[src/sv/infix_expression_validator_defines.svh]
// assertion macros for the infix expression validator
`ifndef INFIX_EXPRESSION_VALIDATOR_DEFINES_SVH
`define INFIX_EXPRESSION_VALIDATOR_DEFINES_SVH

// same-cycle implication, checked on every clock edge outside reset
`define IEV_ASSERT_SAME(label, ante, cons) \
  label: assert property (@(posedge clk_i) disable iff (!rst_ni) (ante) |-> (cons)) \
    else $error("iev assertion failed");

// next-cycle implication, checked on every clock edge outside reset
`define IEV_ASSERT_NEXT(label, ante, cons) \
  label: assert property (@(posedge clk_i) disable iff (!rst_ni) (ante) |=> (cons)) \
    else $error("iev assertion failed");

`endif

[src/sv/iev_pkg.sv]
// types and constants shared by the infix expression validator modules
package iev_pkg;

  localparam int unsigned MaskW = 12;

  localparam logic [MaskW-1:0] K_NUM   = 12'h001;
  localparam logic [MaskW-1:0] K_OP    = 12'h002;
  localparam logic [MaskW-1:0] K_UN    = 12'h004;
  localparam logic [MaskW-1:0] K_EOP   = 12'h008;
  localparam logic [MaskW-1:0] K_FN    = 12'h010;
  localparam logic [MaskW-1:0] K_OPEN  = 12'h020;
  localparam logic [MaskW-1:0] K_CLOSE = 12'h040;
  localparam logic [MaskW-1:0] K_X     = 12'h080;
  localparam logic [MaskW-1:0] K_CE    = 12'h100;
  localparam logic [MaskW-1:0] K_DOT   = 12'h200;
  localparam logic [MaskW-1:0] K_EXP   = 12'h400;
  localparam logic [MaskW-1:0] K_FACT  = 12'h800;

  localparam logic [MaskW-1:0] MASK_START = K_NUM | K_UN | K_FN | K_OPEN | K_X | K_CE;
  localparam logic [MaskW-1:0] MASK_OPERAND = K_NUM | K_FN | K_OPEN | K_X | K_CE | K_UN;

  localparam int unsigned MidDepth = 2;
  localparam int unsigned ResDepth = 2;

  typedef enum logic [3:0] {
    CLS_DIGIT,
    CLS_OP,
    CLS_NAME,
    CLS_X,
    CLS_OPEN,
    CLS_CLOSE,
    CLS_DOT,
    CLS_FACT,
    CLS_EXP,
    CLS_OTHER
  } cls_e;

  typedef struct packed {
    logic [7:0] ch;
    cls_e       cls;
    logic       last;
  } word_t;

  typedef struct packed {
    logic [MaskW-1:0] mask;
    logic             depth_zero;
    logic             name_idle;
  } stat_t;

endpackage

[src/sv/iev_fifo.sv]
// small first-in first-out queue of words
module iev_fifo #(
  parameter int unsigned W     = 1,
  parameter int unsigned DEPTH = 2
) (
  input  logic         clk_i,
  input  logic         rst_ni,
  input  logic         push_i,
  input  logic [W-1:0] wdata_i,
  output logic         full_o,
  input  logic         pop_i,
  output logic [W-1:0] rdata_o,
  output logic         empty_o
);

  localparam int unsigned AW = $clog2(DEPTH);

  logic [W-1:0] mem_q [DEPTH];
  logic [AW:0]  wr_q, wr_d;
  logic [AW:0]  rd_q, rd_d;

  assign empty_o = (wr_q == rd_q);
  assign full_o  = (wr_q[AW] != rd_q[AW]) && (wr_q[AW-1:0] == rd_q[AW-1:0]);
  assign rdata_o = mem_q[rd_q[AW-1:0]];

  assign wr_d = wr_q + (AW+1)'(push_i && !full_o);
  assign rd_d = rd_q + (AW+1)'(pop_i && !empty_o);

  always_ff @(posedge clk_i or negedge rst_ni) begin
    if (!rst_ni) begin
      wr_q <= '0;
      rd_q <= '0;
    end else begin
      wr_q <= wr_d;
      rd_q <= rd_d;
    end
  end

  always_ff @(posedge clk_i) begin
    if (push_i && !full_o) begin
      mem_q[wr_q[AW-1:0]] <= wdata_i;
    end
  end

endmodule

[src/sv/iev_front.sv]
// front end: sorts each incoming character into its token class
module iev_front (
  input  logic          [7:0] character_i,
  input  logic                last_i,
  output iev_pkg::word_t      word_o
);

  iev_pkg::cls_e cls;

  always_comb begin
    if (character_i >= "0" && character_i <= "9") begin
      cls = iev_pkg::CLS_DIGIT;
    end else if (character_i == "+" || character_i == "-" || character_i == "/" ||
                 character_i == "*" || character_i == "^" || character_i == "%") begin
      cls = iev_pkg::CLS_OP;
    end else if (character_i == "s" || character_i == "c" || character_i == "t" ||
                 character_i == "a" || character_i == "l") begin
      cls = iev_pkg::CLS_NAME;
    end else if (character_i == "x") begin
      cls = iev_pkg::CLS_X;
    end else if (character_i == "(") begin
      cls = iev_pkg::CLS_OPEN;
    end else if (character_i == ")") begin
      cls = iev_pkg::CLS_CLOSE;
    end else if (character_i == ".") begin
      cls = iev_pkg::CLS_DOT;
    end else if (character_i == "!") begin
      cls = iev_pkg::CLS_FACT;
    end else if (character_i == "e" || character_i == "E") begin
      cls = iev_pkg::CLS_EXP;
    end else begin
      cls = iev_pkg::CLS_OTHER;
    end
  end

  assign word_o.ch   = character_i;
  assign word_o.cls  = cls;
  assign word_o.last = last_i;

endmodule

[src/sv/iev_back.sv]
// back end: grammar state update and verdict on the last character
module iev_back #(
  parameter int unsigned MAX_DEPTH = 255
) (
  input  logic                clk_i,
  input  logic                rst_ni,
  input  logic                en_i,
  input  iev_pkg::word_t      word_i,
  output logic                res_push_o,
  output logic                res_o,
  output iev_pkg::stat_t      stat_o
);

  localparam int unsigned DepthW = $clog2(MAX_DEPTH + 1);
  localparam logic [DepthW-1:0] DepthMax = DepthW'(MAX_DEPTH);

  localparam logic [3:0] N_IDLE = 4'd0;
  localparam logic [3:0] N_S    = 4'd1;
  localparam logic [3:0] N_IN   = 4'd2;
  localparam logic [3:0] N_N    = 4'd3;
  localparam logic [3:0] N_RT   = 4'd4;
  localparam logic [3:0] N_T    = 4'd5;
  localparam logic [3:0] N_OS   = 4'd6;
  localparam logic [3:0] N_SS   = 4'd7;
  localparam logic [3:0] N_AN   = 4'd8;
  localparam logic [3:0] N_A    = 4'd9;
  localparam logic [3:0] N_L    = 4'd10;
  localparam logic [3:0] N_G    = 4'd11;
  localparam logic [3:0] N_FAIL = 4'd14;
  localparam logic [3:0] N_DONE = 4'd15;

  function automatic logic [3:0] name_next(input logic [3:0] node, input logic [7:0] c);
    logic [3:0] nx;
    nx = N_FAIL;
    case (node)
      N_IDLE: begin
        if (c == "s") nx = N_S;
        else if (c == "c") nx = N_OS;
        else if (c == "t") nx = N_AN;
        else if (c == "a") nx = N_A;
        else if (c == "l") nx = N_L;
      end
      N_S: begin
        if (c == "i") nx = N_N;
        else if (c == "q") nx = N_RT;
      end
      N_A: begin
        if (c == "s") nx = N_IN;
        else if (c == "c") nx = N_OS;
        else if (c == "t") nx = N_AN;
      end
      N_IN: if (c == "i") nx = N_N;
      N_N:  if (c == "n") nx = N_DONE;
      N_RT: if (c == "r") nx = N_T;
      N_T:  if (c == "t") nx = N_DONE;
      N_OS: if (c == "o") nx = N_SS;
      N_SS: if (c == "s") nx = N_DONE;
      N_AN: if (c == "a") nx = N_N;
      N_L: begin
        if (c == "n") nx = N_DONE;
        else if (c == "o") nx = N_G;
      end
      N_G:  if (c == "g") nx = N_DONE;
      default: nx = N_FAIL;
    endcase
    return nx;
  endfunction

  logic [iev_pkg::MaskW-1:0] mask_q, mask_d;
  logic [DepthW-1:0]         depth_q, depth_d;
  logic                      dot_q, dot_d;
  logic [1:0]                ecnt_q, ecnt_d;
  logic                      fpend_q, fpend_d;
  logic                      eopen_q, eopen_d;
  logic [3:0]                name_q, name_d;
  logic [3:0]                nx;
  logic                      is_pm;
  logic                      ok;
  logic [iev_pkg::MaskW-1:0] unary_mask;

  assign is_pm = (word_i.ch == "+") || (word_i.ch == "-");
  assign unary_mask = ((mask_q & (iev_pkg::K_UN | iev_pkg::K_EOP)) != '0) ?
                      (iev_pkg::K_NUM | iev_pkg::K_FN | iev_pkg::K_OPEN |
                       iev_pkg::K_X | iev_pkg::K_CE) : '0;
  assign nx = name_next(name_q, word_i.ch);

  always_comb begin
    mask_d  = mask_q;
    depth_d = depth_q;
    dot_d   = dot_q;
    ecnt_d  = ecnt_q;
    fpend_d = fpend_q;
    eopen_d = eopen_q;
    name_d  = name_q;
    ok      = 1'b0;
    if (mask_q != '0) begin
      if (name_q != N_IDLE) begin
        if (nx == N_FAIL) begin
          mask_d = '0;
          name_d = N_IDLE;
        end else if (nx == N_DONE) begin
          name_d = N_IDLE;
          if ((mask_q & iev_pkg::K_FN) != '0) begin
            mask_d  = iev_pkg::K_OPEN;
            fpend_d = 1'b1;
          end else begin
            mask_d = '0;
          end
        end else begin
          name_d = nx;
        end
      end else begin
        case (word_i.cls)
          iev_pkg::CLS_DIGIT: begin
            if ((mask_q & iev_pkg::K_NUM) != '0) begin
              mask_d = iev_pkg::K_NUM | iev_pkg::K_OP | iev_pkg::K_DOT |
                       iev_pkg::K_EXP | iev_pkg::K_CLOSE |
                       (dot_q ? '0 : iev_pkg::K_FACT);
              eopen_d = 1'b0;
            end else begin
              mask_d = '0;
            end
          end
          iev_pkg::CLS_OP: begin
            if ((mask_q & iev_pkg::K_OP) != '0) begin
              mask_d  = iev_pkg::MASK_OPERAND;
              eopen_d = 1'b0;
              ecnt_d  = 2'd0;
              dot_d   = 1'b0;
            end else if ((mask_q & iev_pkg::K_EOP) != '0 || is_pm) begin
              mask_d = unary_mask;
            end else begin
              mask_d = '0;
            end
          end
          iev_pkg::CLS_NAME: name_d = nx;
          iev_pkg::CLS_X: begin
            mask_d = ((mask_q & iev_pkg::K_X) != '0) ?
                     (iev_pkg::K_OP | iev_pkg::K_CLOSE) : '0;
          end
          iev_pkg::CLS_OPEN: begin
            if ((mask_q & iev_pkg::K_OPEN) != '0 && depth_q < DepthMax) begin
              mask_d  = iev_pkg::MASK_OPERAND;
              fpend_d = 1'b0;
              depth_d = depth_q + 1'b1;
            end else begin
              mask_d = '0;
            end
          end
          iev_pkg::CLS_CLOSE: begin
            if ((mask_q & iev_pkg::K_CLOSE) != '0 && depth_q != '0) begin
              mask_d  = iev_pkg::K_OP | iev_pkg::K_CLOSE;
              depth_d = depth_q - 1'b1;
            end else begin
              mask_d = '0;
            end
          end
          iev_pkg::CLS_DOT: begin
            if ((mask_q & iev_pkg::K_DOT) != '0 && !dot_q) begin
              mask_d = iev_pkg::K_NUM;
              dot_d  = 1'b1;
            end else begin
              mask_d = '0;
            end
          end
          iev_pkg::CLS_FACT: begin
            mask_d = ((mask_q & iev_pkg::K_FACT) != '0) ? iev_pkg::K_OP : '0;
          end
          iev_pkg::CLS_EXP: begin
            if ((mask_q & iev_pkg::K_EXP) != '0) begin
              mask_d  = iev_pkg::K_EOP | iev_pkg::K_NUM;
              dot_d   = 1'b0;
              ecnt_d  = (ecnt_q != 2'd3) ? ecnt_q + 2'd1 : ecnt_q;
              eopen_d = 1'b1;
            end else if ((mask_q & iev_pkg::K_CE) != '0) begin
              mask_d = iev_pkg::K_OP | iev_pkg::K_CLOSE;
            end else begin
              mask_d = '0;
            end
          end
          default: mask_d = '0;
        endcase
        if (ecnt_d > 2'd1) begin
          mask_d = '0;
        end
      end
    end
    if (word_i.last) begin
      ok = (mask_d != '0) && !fpend_d && !eopen_d && (depth_d == '0) &&
           (name_d == N_IDLE) && (word_i.cls != iev_pkg::CLS_OPEN) &&
           (word_i.cls != iev_pkg::CLS_DOT) && (word_i.cls != iev_pkg::CLS_OP);
      mask_d  = iev_pkg::MASK_START;
      depth_d = '0;
      dot_d   = 1'b0;
      ecnt_d  = 2'd0;
      fpend_d = 1'b0;
      eopen_d = 1'b0;
      name_d  = N_IDLE;
    end
  end

  always_ff @(posedge clk_i or negedge rst_ni) begin
    if (!rst_ni) begin
      mask_q  <= iev_pkg::MASK_START;
      depth_q <= '0;
      dot_q   <= 1'b0;
      ecnt_q  <= 2'd0;
      fpend_q <= 1'b0;
      eopen_q <= 1'b0;
      name_q  <= N_IDLE;
    end else if (en_i) begin
      mask_q  <= mask_d;
      depth_q <= depth_d;
      dot_q   <= dot_d;
      ecnt_q  <= ecnt_d;
      fpend_q <= fpend_d;
      eopen_q <= eopen_d;
      name_q  <= name_d;
    end
  end

  assign res_push_o = en_i && word_i.last;
  assign res_o      = ok;

  assign stat_o.mask       = mask_q;
  assign stat_o.depth_zero = (depth_q == '0);
  assign stat_o.name_idle  = (name_q == N_IDLE);

endmodule

[src/sv/infix_expression_validator.sv]
// top level of the infix expression validator
// Takes one expression character per cycle, push with full as back-pressure, and
// gives one verdict word (valid_res_o) for each character marked last_i, read with
// pop while empty is low. A character crosses a two-word queue from the
// classifier to the grammar state update, which retires one character per cycle
// while the verdict queue has room, writing the verdict into that queue as it
// retires the last character. A new expression may follow its predecessor's
// last character in the next cycle. Brackets nest up to MAX_DEPTH levels.
`include "infix_expression_validator_defines.svh"

module infix_expression_validator #(
  parameter int unsigned MAX_DEPTH = 255
) (
  input  logic       clk_i,
  input  logic       rst_ni,
  input  logic [7:0] character_i,
  input  logic       last_i,
  input  logic       push,
  output logic       full,
  output logic       valid_res_o,
  output logic       empty,
  input  logic       pop
);

  localparam int unsigned WordW = $bits(iev_pkg::word_t);

  iev_pkg::word_t in_word;
  iev_pkg::word_t mid_word;
  logic [WordW-1:0] mid_rdata;
  logic             mid_empty;
  logic             mid_pop;
  logic             res_full;
  logic             res_push;
  logic             res_bit;
  iev_pkg::stat_t   stat;

  iev_front u_front (
    .character_i (character_i),
    .last_i      (last_i),
    .word_o      (in_word)
  );

  iev_fifo #(
    .W     (WordW),
    .DEPTH (iev_pkg::MidDepth)
  ) u_mid_fifo (
    .clk_i   (clk_i),
    .rst_ni  (rst_ni),
    .push_i  (push),
    .wdata_i (in_word),
    .full_o  (full),
    .pop_i   (mid_pop),
    .rdata_o (mid_rdata),
    .empty_o (mid_empty)
  );

  assign mid_word = iev_pkg::word_t'(mid_rdata);
  assign mid_pop  = !mid_empty && !res_full;

  iev_back #(
    .MAX_DEPTH (MAX_DEPTH)
  ) u_back (
    .clk_i      (clk_i),
    .rst_ni     (rst_ni),
    .en_i       (mid_pop),
    .word_i     (mid_word),
    .res_push_o (res_push),
    .res_o      (res_bit),
    .stat_o     (stat)
  );

  iev_fifo #(
    .W     (1),
    .DEPTH (iev_pkg::ResDepth)
  ) u_res_fifo (
    .clk_i   (clk_i),
    .rst_ni  (rst_ni),
    .push_i  (res_push),
    .wdata_i (res_bit),
    .full_o  (res_full),
    .pop_i   (pop),
    .rdata_o (valid_res_o),
    .empty_o (empty)
  );

  // a full input queue always holds words for the back end
  `IEV_ASSERT_SAME(a_full_not_empty, full, !mid_empty)
  // after a verdict the grammar state is back at its start
  `IEV_ASSERT_NEXT(a_restart, mid_pop && mid_word.last,
                   stat.mask == iev_pkg::MASK_START && stat.depth_zero && stat.name_idle)
  // a rejected expression stays rejected until its last word
  `IEV_ASSERT_NEXT(a_reject_sticks, mid_pop && !mid_word.last && stat.mask == '0,
                   stat.mask == '0)

endmodule

[config.mk]
export PLATFORM = sky130hd
export DESIGN_NAME = infix_expression_validator
export DESIGN_NICKNAME = d
export VERILOG_FILES = /design/src/sv/iev_pkg.sv /design/src/sv/iev_fifo.sv /design/src/sv/iev_front.sv /design/src/sv/iev_back.sv /design/src/sv/infix_expression_validator.sv
export VERILOG_INCLUDE_DIRS = /design/src /design/src/sv
export SDC_FILE = /design/constraint.sdc
export NUM_CORES = 1
export LEC_CHECK = 0
export BUFFER_PORTS_ARGS = -buffer_cell sky130_fd_sc_hd__buf_2
export CORE_UTILIZATION = 28
export CTS_CLUSTER_DIAMETER = 200
export CTS_CLUSTER_SIZE = 20
export DETAILED_ROUTE_END_ITERATION = 8
export GPL_ROUTABILITY_DRIVEN = 1
export PLACE_DENSITY = 0.47
export REMOVE_ABC_BUFFERS = 1
export SYNTH_ARGS = -nofsm -noshare
export SYNTH_HDL_FRONTEND = slang
export SYNTH_SLANG_ARGS = --single-unit
[constraint.sdc]
create_clock -name clk_i -period 6.13 [get_ports clk_i]
set_input_delay 0.613 -clock clk_i [delete_from_list [all_inputs] [get_ports clk_i]]
set_output_delay 0.613 -clock clk_i [all_outputs]
set_load 0.1 [all_outputs]
# Word-level counts from Yosys, hierarchy flattened
# Memories as Yosys holds them, arrays and structs flattened.
# Cells that the tools add are included.
[totals] reg_bits=37 mem_bits_rw=28 input_bits=13 out_inout_bits=3 n_memories=2
[memory_table] name="u_mid_fifo.mem_q" words=2 word_bits=13 rd=1 rd_ports_with_merged_regs=0 write_ports=1 line_no="iev_fifo.sv:18" text="logic [W-1:0] mem_q [DEPTH];"
[memory_table] name="u_res_fifo.mem_q" words=2 word_bits=1 rd=1 rd_ports_with_merged_regs=0 write_ports=1 line_no="iev_fifo.sv:18"
[classes] add_sub_neg=7 magnitude_cmp=4 n_eq_ne=66 mux=98 reduce_logical=51
[ops] cell="8-bit by 7-bit == test with 1-bit output, second input constant" count=20
[ops] cell="12-bit two-way mux" count=11
[ops] cell="12-bit one-hot mux with 9 select lines" count=1
[ops] cell="4-bit two-way mux" count=26
[ops] cell="8-bit by 6-bit == test with 1-bit output, second input constant" count=11
[ops] cell="4-bit one-hot mux with 12 select lines" count=1
[ops] cell="8-bit two-way mux" count=5
[ops] cell="12-bit nonzero test" count=3
[ops] cell="4-bit by 3-bit == test with 1-bit output, second input constant" count=8
[ops] cell="1-bit two-way mux" count=31
[ops] cell="4-bit == test, second input constant" count=7
[ops] cell="7-bit two-way mux" count=3
[ops] cell="1-bit logical AND" count=19
[ops] cell="2-bit two-way mux" count=9
[ops] cell="9-bit two-way mux" count=2
[ops] cell="4-bit by 2-bit == test with 1-bit output, second input constant" count=4
[ops] cell="8-bit one-hot mux with 2 select lines" count=1
[ops] cell="4-bit zero test" count=3
[ops] cell="1-bit logical OR" count=12
[ops] cell="3-bit two-way mux" count=4
[ops] cell="3-bit by 1-bit != test with 1-bit output, second input constant" count=3
[ops] cell="2-bit by 1-bit adder with 2-bit output" count=4
[ops] cell="8-bit by 1-bit adder with 8-bit output, second input constant" count=1
[ops] cell="4-bit by 1-bit == test with 1-bit output, second input constant" count=2
[ops] cell="23 further kinds" count=35

# Logic depth before layout (Yosys ltp)
# An unclocked memory read counts as a cell.
[depth] depth_word=22 mapped_depth=12 depth_no_buf=11

# By module
# Synthesis repeated with hierarchy kept, for this count alone.
[hier_totals] hier_cells=541 hier_area_um2=4887.2
[modules_own_cells] module="iev_back" n_inst=1 cells_each=406 area_each_um2=2996.6 seq_area_each_um2=733.2
[modules_own_cells] module="iev_fifo (u_mid_fifo)" n_inst=1 cells_each=60 area_each_um2=1212.4 seq_area_each_um2=880.8
[modules_own_cells] module="iev_front" n_inst=1 cells_each=52 area_each_um2=382.9 seq_area_each_um2=0.0
[modules_own_cells] module="iev_fifo (u_res_fifo)" n_inst=1 cells_each=22 area_each_um2=291.5 seq_area_each_um2=160.2
[modules_own_cells] module="infix_expression_validator" n_inst=1 cells_each=1 area_each_um2=3.8 seq_area_each_um2=0.0

# Worst setup path after synthesis
# No wires, ideal clock.
[synth_timing] path_type="register to register" startpoint="register u_mid_fifo.rd_q[0]" endpoint="register u_mid_fifo.wr_q[1]" setup_ns=0.149 arrival_time_ns=3.224 required_time_ns=5.981 path_slack_ns=2.757 stages_incl_launch_ff=9 synth_period_minus_slack_ns=3.373 cell_sequence="dfrtp_1 -> buf_6 -> buf_2 -> buf_4 -> xor2_1 -> nor2b_1 -> nor2b_1 -> ha_1 -> xor2_1"
[synth_via] elab_chain_cells=5
[synth_lines] item="from (decl)" line_no="iev_fifo.sv:20" text="logic [AW:0] rd_q, rd_d;"
[synth_lines] item="from (signal assigned)" line_no="iev_fifo.sv:35" text="rd_q <= rd_d;"
[synth_lines] item="1-bit == test" line_no="iev_fifo.sv:23" text="assign full_o = (wr_q[AW] != rd_q[AW]) && (wr_q[AW-1:0] == rd_q[AW-1:0]);"
[synth_lines] item="1-bit logical AND" line_no="iev_fifo.sv:23"
[synth_lines] item="via full" line_no="infix_expression_validator.sv:19" text="output logic full,"
[synth_lines] item="1-bit zero test" line_no="iev_fifo.sv:26" text="assign wr_d = wr_q + (AW+1)'(push_i && !full_o);"
[synth_lines] item="1-bit logical AND" line_no="iev_fifo.sv:26"
[synth_lines] item="2-bit by 1-bit adder with 2-bit output" line_no="iev_fifo.sv:26"
[synth_lines] item="via u_mid_fifo.wr_d[1]" line_no="iev_fifo.sv:19" text="logic [AW:0] wr_q, wr_d;"
[synth_lines] item="to (signal assigned)" line_no="iev_fifo.sv:34" text="wr_q <= wr_d;"
[synth_lines] item="to (decl)" line_no="iev_fifo.sv:19"
# The timed path passes the listed nets, and every way through them passes these cells.
# A chain may end at the register's enable or synchronous reset.

# Final worst setup path
[layout_timing] startpoint="register u_mid_fifo.rd_q[0]" endpoint="memory u_res_fifo.mem_q[0], data pin"
[layout_via] elab_chain_cells=22 elab_cells_between_ends=92
[layout_lines] item="memory 2 x 13 bit (*)"
[layout_lines] item="8-bit by 7-bit == test with 1-bit output" line_no="iev_back.sv:41" text="else if (c == \"l\") nx = N_L;"
[layout_lines] item="3-bit two-way mux" line_no="iev_back.sv:41"
[layout_lines] item="3-bit two-way mux" line_no="iev_back.sv:40" text="else if (c == \"a\") nx = N_A;"
[layout_lines] item="4-bit two-way mux" line_no="iev_back.sv:39" text="else if (c == \"t\") nx = N_AN;"
[layout_lines] item="4-bit two-way mux" line_no="iev_back.sv:38" text="else if (c == \"c\") nx = N_OS;"
[layout_lines] item="4-bit two-way mux" line_no="iev_back.sv:37" text="if (c == \"s\") nx = N_S;"
[layout_lines] item="4-bit one-hot mux with 12 select lines" line_no="iev_back.sv:35" text="case (node)"
[layout_lines] item="(+3 left out)"
[layout_lines] item="12-bit two-way mux or 1-bit two-way mux (tied branches)" line_no="iev_back.sv:97" text="if (name_q != N_IDLE) begin"
[layout_lines] item="12-bit two-way mux or 1-bit two-way mux (tied branches)" line_no="iev_back.sv:96" text="if (mask_q != '0) begin"
[layout_lines] item="12-bit nonzero test or 1-bit zero test (tied branches)" line_no="iev_back.sv:189" text="ok = (mask_d != '0) && !fpend_d && !eopen_d && (depth_d == '0) &&"
[layout_lines] item="1-bit logical AND (4 in a row)" line_no="iev_back.sv:189"
[layout_lines] item="1-bit logical AND (2 in a row)" line_no="iev_back.sv:190" text="(name_d == N_IDLE) && (word_i.cls != iev_pkg::CLS_OPEN) &&"
[layout_lines] item="1-bit logical AND" line_no="iev_back.sv:191" text="(word_i.cls != iev_pkg::CLS_DOT) && (word_i.cls != iev_pkg::CLS_OP);"
[layout_lines] item="1-bit two-way mux (*)" line_no="iev_back.sv:188" text="if (word_i.last) begin"
[layout_lines] item="via res_bit" line_no="infix_expression_validator.sv:34" text="logic res_bit;"
[layout_lines] item="to (decl)" line_no="iev_fifo.sv:18"
# The timed path passes the listed nets; every way through them passes the cells marked *. The select of a mux whose other input is x is not followed.

==> metrics.md <==
| Metric | Value |
|---|---|
| DR DRC count | 0 |
| Multiplexer share of the synthesized area | 4.02% |
| EDFF count, synth | 28 |
| Main combinational cell family by area after synthesis | compound AO/OA/AOI/OAI gates |
| Core area | 15,900 um^2 |
| Via-to-Cell Ratio | 5.50 |
| Die W | 129 um |
| Distinct cells, synth | 84 |
| Antenna diode count | 0 |
| Gr ovfl total | 0 |
| H-tree depth | 3 |
| CTS hold repair buffers | 0 |
| Setup CP Type | flop to flop |
| CTS root buffer | clkbuf_16 |
| WL/cell | 17.1 um |
| Number of global-route vias before repair | 3,664 |
| Die Height | 129 um |
| Max transition margin | 39.8% |
| Resize count post-CTS | 0 |
| CP required | 6280 ps |
| Setup violations, final | 0 |
| Final Hold Viols | 0 |
| CP Data Arrival Time | 3690 ps |
| Fmax | 282 MHz |
| Startpoint types | flop |
| Leakage | 1.85 nW |
| Most area-consuming cells after synthesis | edfxtp_1 19%, dfrtp_1 17%, o21ai_0 4.0% |
| Worst min-delay path class | input port to asynchronous set/reset pin |
| Final WL | 12.3 mm |
| Clk buf depth | 2 |
| Hold slack | 387 ps |
| Compound-gate portion of the synthesized area | 24.9% |
| Post-CTS Setup Repair Bufs | 0 |
| Synth Area in Simple Gates | 21.6% |
| CTS tree | yes |
| Clock Latency Late Sink | 340 ps |
| CTS Buf Count | 9 |
| Power per cell area | 529 nW/um^2 |
| Worst-margin pin slew | 902 ps |
| Setup Skew | 7.09 ps |
| P&R area growth vs syn | 11.8% |
| Synthesized area | 4540 um^2 |
| Gr usage total | 15.6% |
| Status | finished, final reports clean |
| Top cell type's share of synthesized area | 18.5% |
| Largest area contributor in the netlist | edfxtp_1 |
| Die area | 16,700 um^2 |
| Pwr Total | 2.68 mW |
| Dominant synthesized flop cell | dfrtp_1 |
| Initial antenna violation count | 0 |
| Post-Synthesis Cells | 496 |
| Syn_area_per_cell | 9.16 um^2 |
| GP Congestion | 0.892 |
| # fillers | 1,673 |
| Worst ir drop on vdd | 0.252 mV |
| PortBufs | 15 |
| Row cnt | 46 |
| Antenna-violating nets left | 0 |
| CP Capture Type | flop |
| Min cycle time layout | 3540 ps |
| DR vias | 3,962 |
| Adder-Cell Fraction of Synth Area | 2.48% |
| Initial DRC count | 324 |
| Total iterations of the first detailed-routing run | 4 |
| Crit share post-route | 57.8% |
| Max-capacitance violation count | 0 |
| Layout cells sized above 1 | 14.1% |
| RSZ-0062 raised after global routing | false |
| Final slew viol count | 0 |
| Post-Synth XOR/XNOR Area | 2.89% |
| Yosys warning count | 0 |
| Seq/Total Area, Yosys | 39.1% |
| IO Pins | 16 |
| Worst reg-to-reg path cell count | 10 |
| Initial core utilization | 28.6% |
| Fin nets | 521 |
| Largest net degree at the start of global routing | 38 |
| FFs w/ async S/R, synth | 56.9% |
| FF+latch count, synth | 65 |
| CTS sink count | 65 |
| Setup TNS Final | 0 ps |
| Worst Path Max Fanout | 32 |
| Clock slew at reported path FFs | 60 ps |
| Global-route wire length before repair | 19.8 mm |
| Hpwl dp | 9.07 mm |
## synth_stat cells (4+ instances only)
cell / n
a211oi_1: 4
a21o_1: 7
a21oi_1: 24
a22o_1: 8
a22oi_1: 5
a311oi_1: 4
a31oi_1: 7
clkbuf_1: 18
dfrtp_1: 31
dfstp_2: 6
edfxtp_1: 28
ha_1: 9
inv_1: 27
mux2_2: 7
mux2i_1: 7
nand2_1: 38
nand2b_1: 8
nand3_1: 16
nand3b_1: 4
nand4_1: 9
nor2_1: 34
nor2b_1: 6
nor3_1: 22
nor3b_1: 5
nor4_1: 6
o21a_1: 4
o21ai_0: 36
o21ai_1: 4
o22ai_1: 6
o311ai_0: 5
or2_2: 7
or4_1: 4
xnor2_1: 8
xor2_1: 7
## registers in the layout, summed over array words and instances (netlist names), 2 cells and up
signal	flops
u_mid_fifo.mem_q	26
u_back.mask_q	12
u_back.depth_q	8
u_back.name_q	4
u_back.ecnt_q	2
u_mid_fifo.rd_q	2
u_mid_fifo.wr_q	2
u_res_fifo.mem_q	2
u_res_fifo.rd_q	2
u_res_fifo.wr_q	2
## kinds of logic (layout without fill, tap and decap cells)
| kind of cell | count (synthesis) | in the layout |
|---|---|---|
| fa+ha+maj | 9 | 9 |
| xor+xnor | 15 | 15 |
| compound gates | 158 | 158 |
| flops | 65 | 65 |
| simple gates | 181 | 181 |
| mux | 16 | 16 |
| buf+inv | 52 | 60 |
## worst paths after layout
path / start / endpoint / slack, ps
setup / recovery: u_mid_fifo.rd_q[0] / u_res_fifo.mem_q[0] / 2590
hold / removal: rst_ni / u_back.name_q[0] / 390
setup reg to reg: u_mid_fifo.rd_q[0] / u_res_fifo.mem_q[0] / 2590
hold reg to reg: u_mid_fifo.rd_q[1] / u_mid_fifo.rd_q[1] / 480
max in group asynchronous: rst_ni / u_back.depth_q[6] / 5150
min in group clk_i: last_i / u_mid_fifo.mem_q[0][0] / 470
## per-layer routing
metal	track usage, %	up-vias	wire [um]
met1	21.3	1910	5870
met4	6.99	0	280
met5	0	-	0
met2	23.6	138	5510
met3	3.22	21	670
li1	-	1893	-
## cells in the final DEF, fill, tap and decap left out, types with 8 or more instances in the layout
| master | Yosys | routed |
|---|---|---|
| nor3_1 | 22 | 22 |
| buf_2 | 2 | 15 |
| o21ai_0 | 36 | 36 |
| a22o_1 | 8 | 8 |
| xnor2_1 | 8 | 8 |
| nand4_1 | 9 | 9 |
| ha_1 | 9 | 9 |
| inv_1 | 27 | 27 |
| clkbuf_16 | 0 | 9 |
| a21oi_1 | 24 | 24 |
| nand2_1 | 38 | 38 |
| nor2_1 | 34 | 34 |
| edfxtp_1 | 28 | 28 |
| nand3_1 | 16 | 16 |
| dfrtp_1 | 31 | 31 |
| nand2b_1 | 8 | 8 |
## layout make-up
cell class                      count  area (um^2)  share of cell area (%)
Multi-Input combinational cell    379         2540                    50.0
Sequential cell                    65         1770                    34.9
Tap cell                          216          270                    5.32
Clock buffer                        9          225                    4.44
Inverter                           27          101                    2.00
Timing Repair Buffer               17         90.1                    1.77
Clock inverter                      7         77.6                    1.53
## metrics by stage
step / instances / instance area [um^2] / util (%) / setup WS, ps
final: 720 / 5080 / 32.0 / 2590
after detailed placement: 704 / 4770 / 30.1 / 2630
after global routing: 720 / 5080 / 32.0 / 2400
after CTS: 720 / 5080 / 32.0 / 2610
after floorplan: 471 / 4410 / - / 2570
after global placement: 704 / 4770 / 30.1 / 2630
## worst max-delay path: stages, from the launching register on
cell       delay, ps
dfrtp_1          530
buf_4            390
and4bb_2         310
o22ai_1          470
a21oi_1          180
a22oi_1          270
nand4_1          190
mux2_2           320
nor3_1           280
o2111ai_1        150
a311oi_2         250
## power breakdown
group | leakage [nW] | switching (mW) | internal (mW)
clock network | 0.146 | 0.201 | 0.318
registers | 0.738 | 0.150 | 0.615
logic | 0.967 | 0.954 | 0.447
total | 1.85 | 1.30 | 1.38
Note: power is estimated with default switching activity, not from simulation.
